===== config.mk =====
export PLATFORM = sky130hd
export DESIGN_NAME = last_pressed_trigger_priority_flat
export DESIGN_NICKNAME = d
export VERILOG_FILES = /design/src/hdl/lpt_pkg.sv /design/src/hdl/lpt_channels.sv /design/src/hdl/lpt_core.sv /design/src/hdl/last_pressed_trigger_priority.sv /design/src/flat_wrapper.sv
export SDC_FILE = /design/constraint.sdc
export NUM_CORES = 1
export LEC_CHECK = 0
export BUFFER_PORTS_ARGS = -buffer_cell sky130_fd_sc_hd__buf_2
export CORE_MARGIN = 3
export CORE_UTILIZATION = 51
export CTS_CLUSTER_DIAMETER = 100
export DETAILED_ROUTE_END_ITERATION = 6
export PLACE_DENSITY = 0.76
export SLEW_MARGIN = 15
export SYNTH_ARGS = -nofsm -noshare
export SYNTH_HDL_FRONTEND = slang
export SYNTH_SLANG_ARGS = --single-unit

===== constraint.sdc =====
create_clock -name clock -period 15.55 [get_ports clock]
set_input_delay 1.555 -clock clock [delete_from_list [all_inputs] [get_ports clock]]
set_output_delay 1.555 -clock clock [all_outputs]
set_load 0.01 [all_outputs]

===== src/hdl/lpt_pkg.sv =====
// Shared constants and request/response types for the trigger priority block.
package lpt_pkg;

   localparam int NUM_TRIGGERS = 4;
   localparam int LEVEL_W      = 4;
   localparam int ACT_W        = 2;
   localparam int IDX_W        = (NUM_TRIGGERS > 1) ? $clog2(NUM_TRIGGERS) : 1;
   localparam int CNT_W        = $clog2(NUM_TRIGGERS + 1);

   typedef struct packed {
      logic [LEVEL_W-1:0] trigger_levels;
      logic               bank_button_level;
      logic               sweep_button_level;
   } req_type;

   typedef struct packed {
      logic [LEVEL_W-1:0] triggered_mask;
      logic [LEVEL_W-1:0] held_mask;
      logic [LEVEL_W-1:0] released_mask;
      logic [ACT_W-1:0]   active_index;
      logic               active_valid;
      logic               bank_toggle;
      logic               sweep_toggle;
   } rsp_type;

endpackage


===== src/hdl/lpt_channels.sv =====
// Valid/ready channel interfaces for requests and responses.
interface lpt_req_if;
   import lpt_pkg::*;
   logic               valid;
   logic               ready;
   logic [LEVEL_W-1:0] trigger_levels;
   logic               bank_button_level;
   logic               sweep_button_level;

   modport source (output valid, output trigger_levels, output bank_button_level,
                   output sweep_button_level, input ready);
   modport sink (input valid, input trigger_levels, input bank_button_level,
                 input sweep_button_level, output ready);
endinterface

interface lpt_rsp_if;
   import lpt_pkg::*;
   logic               valid;
   logic               ready;
   logic [LEVEL_W-1:0] triggered_mask;
   logic [LEVEL_W-1:0] held_mask;
   logic [LEVEL_W-1:0] released_mask;
   logic [ACT_W-1:0]   active_index;
   logic               active_valid;
   logic               bank_toggle;
   logic               sweep_toggle;

   modport source (output valid, output triggered_mask, output held_mask,
                   output released_mask, output active_index, output active_valid,
                   output bank_toggle, output sweep_toggle, input ready);
   modport sink (input valid, input triggered_mask, input held_mask,
                 input released_mask, input active_index, input active_valid,
                 input bank_toggle, input sweep_toggle, output ready);
endinterface


===== src/hdl/lpt_core.sv =====
// Edge detection, press-order stack and toggle state for one scan tick.
module lpt_core (
   input  logic             clock,
   input  logic             reset,
   input  logic             advance,
   input  lpt_pkg::req_type req_data,
   output lpt_pkg::rsp_type rsp_data
);
   import lpt_pkg::*;

   typedef struct packed {
      logic [NUM_TRIGGERS-1:0][IDX_W-1:0] entry;
      logic [CNT_W-1:0]                   count;
   } stack_type;

   function automatic stack_type stack_remove(stack_type s, logic [IDX_W-1:0] idx);
      stack_type        o;
      logic [CNT_W-1:0] w;
      o.entry = '0;
      w       = '0;
      for (int r = 0; r < NUM_TRIGGERS; r++) begin
         if (CNT_W'(r) < s.count && s.entry[r] != idx) begin
            o.entry[w[IDX_W-1:0]] = s.entry[r];
            w = w + CNT_W'(1);
         end
      end
      o.count = w;
      return o;
   endfunction

   function automatic stack_type stack_push_top(stack_type s, logic [IDX_W-1:0] idx);
      stack_type o;
      o = stack_remove(s, idx);
      if (o.count < CNT_W'(NUM_TRIGGERS)) begin
         o.entry[o.count[IDX_W-1:0]] = idx;
         o.count = o.count + CNT_W'(1);
      end
      return o;
   endfunction

   logic [NUM_TRIGGERS-1:0] prev_levels_ff, prev_levels_in;
   logic                    prev_bank_ff, prev_sweep_ff;
   stack_type               stack_ff, stack_in;
   logic [IDX_W-1:0]        held_index_ff, held_index_in;
   logic                    held_valid_ff, held_valid_in;
   logic                    bank_ff, bank_in;
   logic                    sweep_ff, sweep_in;
   logic [NUM_TRIGGERS-1:0] rise, fall;
   logic [CNT_W-1:0]        top_pos;

   always_comb begin
      prev_levels_in = '0;
      for (int i = 0; i < NUM_TRIGGERS; i++) begin
         if (i < LEVEL_W) begin
            prev_levels_in[i] = req_data.trigger_levels[i];
         end
      end
      rise = prev_levels_in & ~prev_levels_ff;
      fall = ~prev_levels_in & prev_levels_ff;

      stack_in = stack_ff;
      for (int i = 0; i < NUM_TRIGGERS; i++) begin
         if (rise[i]) begin
            stack_in = stack_push_top(stack_in, IDX_W'(i));
         end else if (fall[i]) begin
            stack_in = stack_remove(stack_in, IDX_W'(i));
         end
      end

      top_pos       = stack_in.count - CNT_W'(1);
      held_index_in = held_index_ff;
      held_valid_in = held_valid_ff;
      if (stack_in.count != '0) begin
         held_index_in = stack_in.entry[top_pos[IDX_W-1:0]];
         held_valid_in = 1'b1;
      end

      bank_in  = bank_ff ^ (req_data.bank_button_level & ~prev_bank_ff);
      sweep_in = sweep_ff ^ (req_data.sweep_button_level & ~prev_sweep_ff);

      rsp_data = '0;
      for (int i = 0; i < LEVEL_W; i++) begin
         if (i < NUM_TRIGGERS) begin
            rsp_data.triggered_mask[i] = rise[i];
            rsp_data.held_mask[i]      = prev_levels_in[i];
            rsp_data.released_mask[i]  = fall[i];
         end
      end
      rsp_data.active_index = ACT_W'(held_index_in);
      rsp_data.active_valid = held_valid_in;
      rsp_data.bank_toggle  = bank_in;
      rsp_data.sweep_toggle = sweep_in;
   end

   always_ff @(posedge clock) begin
      if (reset) begin
         prev_levels_ff <= '0;
         prev_bank_ff   <= 1'b0;
         prev_sweep_ff  <= 1'b0;
         stack_ff       <= '0;
         held_index_ff  <= '0;
         held_valid_ff  <= 1'b0;
         bank_ff        <= 1'b0;
         sweep_ff       <= 1'b0;
      end else if (advance) begin
         prev_levels_ff <= prev_levels_in;
         prev_bank_ff   <= req_data.bank_button_level;
         prev_sweep_ff  <= req_data.sweep_button_level;
         stack_ff       <= stack_in;
         held_index_ff  <= held_index_in;
         held_valid_ff  <= held_valid_in;
         bank_ff        <= bank_in;
         sweep_ff       <= sweep_in;
      end
   end

endmodule


===== src/hdl/last_pressed_trigger_priority.sv =====
// Top level: request register, scan-tick core and response register.
// Path: request register, then the core, then the response register.
// Throughput: one request per cycle; the request and response registers
// stall together only while a response waits and rsp ready is low.
// Reset: synchronous, active high; clears both stages, edge history, the
// press stack and the toggles. No clearing pass.
module last_pressed_trigger_priority (
   input logic clock,
   input logic reset,
   lpt_req_if.sink   req_chan,
   lpt_rsp_if.source rsp_chan
);
   import lpt_pkg::*;

   logic    req_valid_ff, req_valid_in;
   req_type req_data_ff;
   logic    rsp_valid_ff, rsp_valid_in;
   rsp_type rsp_data_ff, rsp_next;
   logic    advance;
   logic    take;

   assign advance = req_valid_ff && (!rsp_valid_ff || rsp_chan.ready);
   assign req_chan.ready = !req_valid_ff || advance;
   assign take = req_chan.valid && req_chan.ready;

   assign req_valid_in = take || (req_valid_ff && !advance);
   assign rsp_valid_in = advance || (rsp_valid_ff && !rsp_chan.ready);

   lpt_core u_core (
      .clock    (clock),
      .reset    (reset),
      .advance  (advance),
      .req_data (req_data_ff),
      .rsp_data (rsp_next)
   );

   always_ff @(posedge clock) begin
      if (reset) begin
         req_valid_ff <= 1'b0;
         rsp_valid_ff <= 1'b0;
      end else begin
         req_valid_ff <= req_valid_in;
         rsp_valid_ff <= rsp_valid_in;
      end
   end

   // hold payloads while stalled
   always_ff @(posedge clock) begin
      if (take) begin
         req_data_ff.trigger_levels     <= req_chan.trigger_levels;
         req_data_ff.bank_button_level  <= req_chan.bank_button_level;
         req_data_ff.sweep_button_level <= req_chan.sweep_button_level;
      end
      if (advance) begin
         rsp_data_ff <= rsp_next;
      end
   end

   assign rsp_chan.valid          = rsp_valid_ff;
   assign rsp_chan.triggered_mask = rsp_data_ff.triggered_mask;
   assign rsp_chan.held_mask      = rsp_data_ff.held_mask;
   assign rsp_chan.released_mask  = rsp_data_ff.released_mask;
   assign rsp_chan.active_index   = rsp_data_ff.active_index;
   assign rsp_chan.active_valid   = rsp_data_ff.active_valid;
   assign rsp_chan.bank_toggle    = rsp_data_ff.bank_toggle;
   assign rsp_chan.sweep_toggle   = rsp_data_ff.sweep_toggle;

endmodule

===== src/flat_wrapper.sv =====
// flat-port wrapper written by rule: the top's interface ports become plain ports
module last_pressed_trigger_priority_flat import lpt_pkg::*;
  (clock, reset, req_chan_valid, req_chan_trigger_levels, req_chan_bank_button_level, req_chan_sweep_button_level, req_chan_ready, rsp_chan_valid, rsp_chan_triggered_mask, rsp_chan_held_mask, rsp_chan_released_mask, rsp_chan_active_index, rsp_chan_active_valid, rsp_chan_bank_toggle, rsp_chan_sweep_toggle, rsp_chan_ready);
  lpt_req_if req_chan_i ();
  lpt_rsp_if rsp_chan_i ();
  input logic clock;
  input logic reset;
  input wire logic [$bits(req_chan_i.valid)-1:0] req_chan_valid;
  input wire logic [$bits(req_chan_i.trigger_levels)-1:0] req_chan_trigger_levels;
  input wire logic [$bits(req_chan_i.bank_button_level)-1:0] req_chan_bank_button_level;
  input wire logic [$bits(req_chan_i.sweep_button_level)-1:0] req_chan_sweep_button_level;
  output wire logic [$bits(req_chan_i.ready)-1:0] req_chan_ready;
  output wire logic [$bits(rsp_chan_i.valid)-1:0] rsp_chan_valid;
  output wire logic [$bits(rsp_chan_i.triggered_mask)-1:0] rsp_chan_triggered_mask;
  output wire logic [$bits(rsp_chan_i.held_mask)-1:0] rsp_chan_held_mask;
  output wire logic [$bits(rsp_chan_i.released_mask)-1:0] rsp_chan_released_mask;
  output wire logic [$bits(rsp_chan_i.active_index)-1:0] rsp_chan_active_index;
  output wire logic [$bits(rsp_chan_i.active_valid)-1:0] rsp_chan_active_valid;
  output wire logic [$bits(rsp_chan_i.bank_toggle)-1:0] rsp_chan_bank_toggle;
  output wire logic [$bits(rsp_chan_i.sweep_toggle)-1:0] rsp_chan_sweep_toggle;
  input wire logic [$bits(rsp_chan_i.ready)-1:0] rsp_chan_ready;
  assign req_chan_i.valid = req_chan_valid;
  assign req_chan_i.trigger_levels = req_chan_trigger_levels;
  assign req_chan_i.bank_button_level = req_chan_bank_button_level;
  assign req_chan_i.sweep_button_level = req_chan_sweep_button_level;
  assign req_chan_ready = req_chan_i.ready;
  assign rsp_chan_valid = rsp_chan_i.valid;
  assign rsp_chan_triggered_mask = rsp_chan_i.triggered_mask;
  assign rsp_chan_held_mask = rsp_chan_i.held_mask;
  assign rsp_chan_released_mask = rsp_chan_i.released_mask;
  assign rsp_chan_active_index = rsp_chan_i.active_index;
  assign rsp_chan_active_valid = rsp_chan_i.active_valid;
  assign rsp_chan_bank_toggle = rsp_chan_i.bank_toggle;
  assign rsp_chan_sweep_toggle = rsp_chan_i.sweep_toggle;
  assign rsp_chan_i.ready = rsp_chan_ready;
  last_pressed_trigger_priority u_core (.clock(clock), .reset(reset), .req_chan(req_chan_i), .rsp_chan(rsp_chan_i));
endmodule

======== Word-level counts from Yosys, hierarchy flattened ========
Index checks and enable logic that the tools add are counted.
operators by class
  $add $sub $neg .......................... 29
  magnitude comparators ................... 77
  equal/unequal tests ..................... 12
  multiplexer cells ....................... 232
  bitwise gates (word level) .............. 19
  reduce and logical (&&, ||, !) cells .... 61
operators with widths
  cell                                                                                 count
  8-bit two-way mux                                                                    52
  8-bit bitwise mux                                                                    24
  3-bit two-way mux                                                                    64
  11-bit two-way mux                                                                   12
  2-bit demux with 2-bit select                                                        28
  2-bit two-way mux                                                                    46
  2-bit by 3-bit < comparator with 1-bit output, second input constant                 29
  3-bit by 1-bit adder with 3-bit output, second input constant                        28
  2-bit by 1-bit greater-or-equal comparator with 1-bit output, second input constant  28
  1-bit logical AND                                                                    48
  1-bit by 3-bit < comparator with 1-bit output, first input constant                  8
  2-bit by 3-bit < comparator with 1-bit output, first input constant                  8
  4-bit AND                                                                            4
  2-bit inequality test, second input constant                                         8
  4-bit NOT                                                                            4
  3-bit < comparator, second input constant                                            4
  8-bit AND                                                                            1
  2-bit by 1-bit inequality test with 1-bit output, second input constant              4
  8-bit NOT                                                                            1
  4-bit OR                                                                             2
  8-bit OR                                                                             1
  2-bit nonzero test                                                                   4
  1-bit two-way mux                                                                    5
  2-bit binary-select mux with 2-bit select                                            1
  other kinds (7)                                                                      16
word-level totals
  flip-flop bits (word level) ............. 47
  output and inout port bits .............. 19

======== Depth between registers and ports, before layout ========
  depth after elaboration ................. 88
  depth in mapped cells ................... 61

======== Hierarchy ========
From an unflattened synthesis, not the netlist that was laid out.
unflattened totals
  cell total of the unflattened synthesis .. 759
  area, all modules ....................... 6014.5 µm²
by module, submodules not included
  module                         times used  cells an instance  area each (µm²)  sequential area each (µm²)
  lpt_core                       1           726                5220.0           440.4
  last_pressed_trigger_priority  1           33                 794.5            730.7

======== Least setup slack after synthesis ========
Ideal clock, no wire load.
  kind .................................... flip-flop to flip-flop
  from .................................... register u_core.u_core.stack_ff[2] in the netlist's numbering
  to ...................................... register u_core.rsp_data_ff (netlist bit u_core.rsp_chan.active_index[1]) (data pin)
  library setup time ...................... 0.260 ns
  arrival time ............................ 11.871 ns
  required time ........................... 15.290 ns
  slack ................................... 3.419 ns
  stages on the path, launching flop included .. 60
  buffers on the path ..................... 5
  cell sequence ........................... dfxtp_1 -> buf_4 -> clkbuf_1 -> nor3_1 -> nor2_1 -> ha_1 -> buf_2 -> nor2b_1 -> a221o_1 -> ha_1 -> nand2_1 -> o31ai_2 -> ha_1 -> o21a_1 -> o32a_4 -> a211oi_4 -> nand2_1 -> and2_1 -> [24 not listed] -> a311oi_2 -> nor2_1 -> and2_1 -> nand2_1 -> and2_1 -> ha_1 -> inv_1 -> xnor2_1 -> ha_1 -> mux2i_1 -> inv_1 -> ha_1 -> nand2_1 -> nor2_1 -> nor3_1 -> ha_1 -> mux4_2 -> mux2_2
RTL lines
  what                    line                                 RTL
  from (decl)             lpt_core.sv:43                       stack_type stack_ff, stack_in;
  from (signal assigned)  lpt_core.sv:109                      stack_ff <= stack_in;
  to (signal assigned)    last_pressed_trigger_priority.sv:55  rsp_data_ff <= rsp_next;
  to (decl)               last_pressed_trigger_priority.sv:18  rsp_type rsp_data_ff, rsp_next;

==> impl_metrics.tcl <==
set metrics [dict create \
    cts_tree "yes" \
    drtIter0Drc 439 \
    ys_seq_elements 47 \
    core_area_um2 10510 \
    clk_pin_slew_worst_paths_ns 0.10 \
    wl_per_cell_um 19.62 \
    slew_violations 0 \
    crit_start "u_core.u_core.stack_ff[2]" \
    fmax_ghz 0.07317 \
    cts.sinks 47 \
    netlist_top_cells_count "nand2_1, nor2_1, a21oi_1" \
    finClkSkew_ns 0.02042 \
    endpoint_kind "register" \
    seqCellArea_um2 1171 \
    synth_most_common_cell "nand2_1" \
    critPathCapture "u_core.rsp_chan.active_index[1]" \
    avgSynthCellArea_um2 8.183 \
    floorplan.initialDensity_pct 53.49 \
    slowest_stage "dfxtp_1" \
    cts_max_level 2 \
    worstPathRequired_ns 15.61 \
    grt_pass1_vias 5337 \
    status "finished, final reports clean" \
    hold_depth 2 \
    placed_cells 824 \
    cts_buffer_depth 2 \
    post-route-period-util_pct 87.89 \
    reg2reg_from "u_core.u_core.stack_ff[2]" \
    drive_gt1_share_pct 14.94 \
    firstDrtPassIters 6 \
    yosys_warnings 0 \
    synth_top_family_by_area "compound AO/OA/AOI/OAI gates" \
    setup_tns_ns 0 \
    grt.overflow.total 0 \
    cts_setup_buffers 0 \
    numCtsBuffers 5 \
    setup_violations 0 \
    crit_type "reg2reg" \
    dieWidth_um 111.0 \
    synth_edf_count 23 \
    yosys.area_share.simple_pct 23.24 \
    tightest_slew_ns 1.043 \
    layout.cells.non_filler 832 \
    synth-xor-area-share_pct 2.982 \
    synth.mux.area_fraction_pct 2.381 \
    hold_violations 0 \
    synth_fa_ha_area_share_pct 8.903 \
    maxCapViolations 0 \
    row_count 37 \
    worst_hold_path_type "reg2reg" \
    synth_top_area_cell "edfxtp_1" \
    drc 0 \
    dp_hpwl_um 12460 \
    routed_wl_um 16320 \
    dieArea_um2 12320 \
    synth_cells 687 \
    n_antenna_cell 0 \
    routabilityCongestion 0.9761 \
    timing.reg2reg.setup_slack_ns 1.88 \
    syn_to_final_growth_pct 4.852 \
    grt_pass1_wl_um 26460 \
    period_needed_ns 13.67 \
    critPathMaxStageDelay_ns 0.80 \
    ys_types 109 \
    grt_use_total_pct 25.37 \
    vias 5673 \
    die_y_um 111.0 \
    crit_fanout 20 \
    vias_per_cell 6.819 \
    synthArstFlopShare_pct 0 \
    cp.arrival_ns 13.73 \
    io_buffers 28 \
    seq_area_frac_synth_pct 20.83 \
    synth.top_cell.area_share_pct 12.29 \
    synth_area_um2 5622 \
    cp_common_cell "ha_1" \
    syn-num-nets 737 \
    cp-start-kind "register" \
    clk_latency_ns 0.30 \
    reg2reg_depth 53 \
    grt_max_degree 33 \
    slew_headroom_pct 29.98 \
    rsz0062_at_grt "no" \
    synth_compound_gate_area_share_pct 36.12 \
    ioPinCount 29 \
    synth_top_flop_cell "dfxtp_1" \
    fillers 976 \
    regToRegEndpoint "u_core.rsp_chan.active_index[1]" \
    ant_nets 0 \
    ys_top_cells_by_area "edfxtp_1, ha_1, dfxtp_1" \
    ctsResizeCount 0 \
    holdBufCountCts 0 \
    antenna_found_initial 0 \
    fin_nets 745 \
    multi_input_area_um2 4139 \
    cts_root_buf "clkbuf_8" \
]
[critical path: cells and delay by family, from the launching register on]
kind / cells / cell delay (ns)
and+or+nand+nor: 17 / 2.46
AOI/OAI and AO/OA: 14 / 4.20
buffers and inverters: 4 / 0.45
adders and majority gates: 12 / 3.69
muxes: 3 / 1.01
xor gates and xnor gates: 3 / 0.82
DFF: 1 / 0.80
[logic make-up after synthesis]
family / count (synthesis)
compound gates: 254
xor+xnor: 14
fa+ha+maj: 40
buf+inv: 68
flops: 47
mux: 9
simple gates: 255
[how the worst min path moves through the flow]
stage                                      from  slack [ns]                            to
finish              u_core.u_core.prev_sweep_ff        0.46   u_core.u_core.prev_sweep_ff
global route        u_core.u_core.prev_sweep_ff        0.50   u_core.u_core.prev_sweep_ff
CTS                 u_core.u_core.prev_sweep_ff        0.46   u_core.u_core.prev_sweep_ff
detailed placement  u_core.u_core.prev_sweep_ff        0.45   u_core.u_core.prev_sweep_ff
global placement     u_core.u_core.prev_bank_ff        0.44    u_core.u_core.prev_bank_ff
floorplan                 u_core.req_data_ff[4]        0.42  u_core.rsp_chan.held_mask[2]
[cells in the final DEF (no fill, tap or decap), drive strengths merged, types with 11 or more instances in the layout]
cell type and count:
a211oi 17, a21oi 50, a31oi 20, and3 11, buf 30, dfxtp 24
edfxtp 23, ha 40, inv 37, nand2 77, nand2b 12, nand3 15
nand4 11, nor2 62, nor3 20, o211ai 14, o21ai 33, o31ai 12
[sequential cells by signal, indices dropped and copies added (netlist names), 2 cells and up]
signal	flops
u_core.req_data_ff	6
u_core.u_core.stack_ff	11
u_core.rsp_chan.active_index	2
u_core.u_core.held_index_ff	2
u_core.u_core.prev_levels_ff	4
u_core.rsp_chan.released_mask	4
u_core.rsp_chan.triggered_mask	4
u_core.rsp_chan.held_mask	4
[through the flow]
step | area, µm² | hold WS, ns | setup WS (ns) | utilization (%)
after CTS | 5894 | 0.4646 | 2.062 | 56.09
final | 5894 | 0.4596 | 1.883 | 56.09
after detailed placement | 5782 | 0.4500 | 2.100 | 55.02
after floorplan | 5622 | 0.4244 | 3.419 | -
after global placement | 5782 | 0.4365 | 2.694 | 55.02
after global routing | 5894 | 0.5048 | 1.017 | 56.09
[area by class of cell]
type	count	area share, %
clock inverter	3	0.7429
sequential	47	19.87
tap	136	2.887
timing repair buffer	30	2.632
inverter	39	2.484
multi-input combinational	572	70.22
clock buffer	5	1.167
[routing by layer]
layer  global-route usage, %  vias up  wire length [µm]
met5                       0        -                 0
met4                   10.34        0               511
met3                   2.729       52              1145
met2                   41.46      309              7660
met1                   34.16     2688              7007
li1                        -     2624                 -
Power is not shown: default switching activity piles up to over one toggle a cycle in this logic, so the estimate is an artifact.
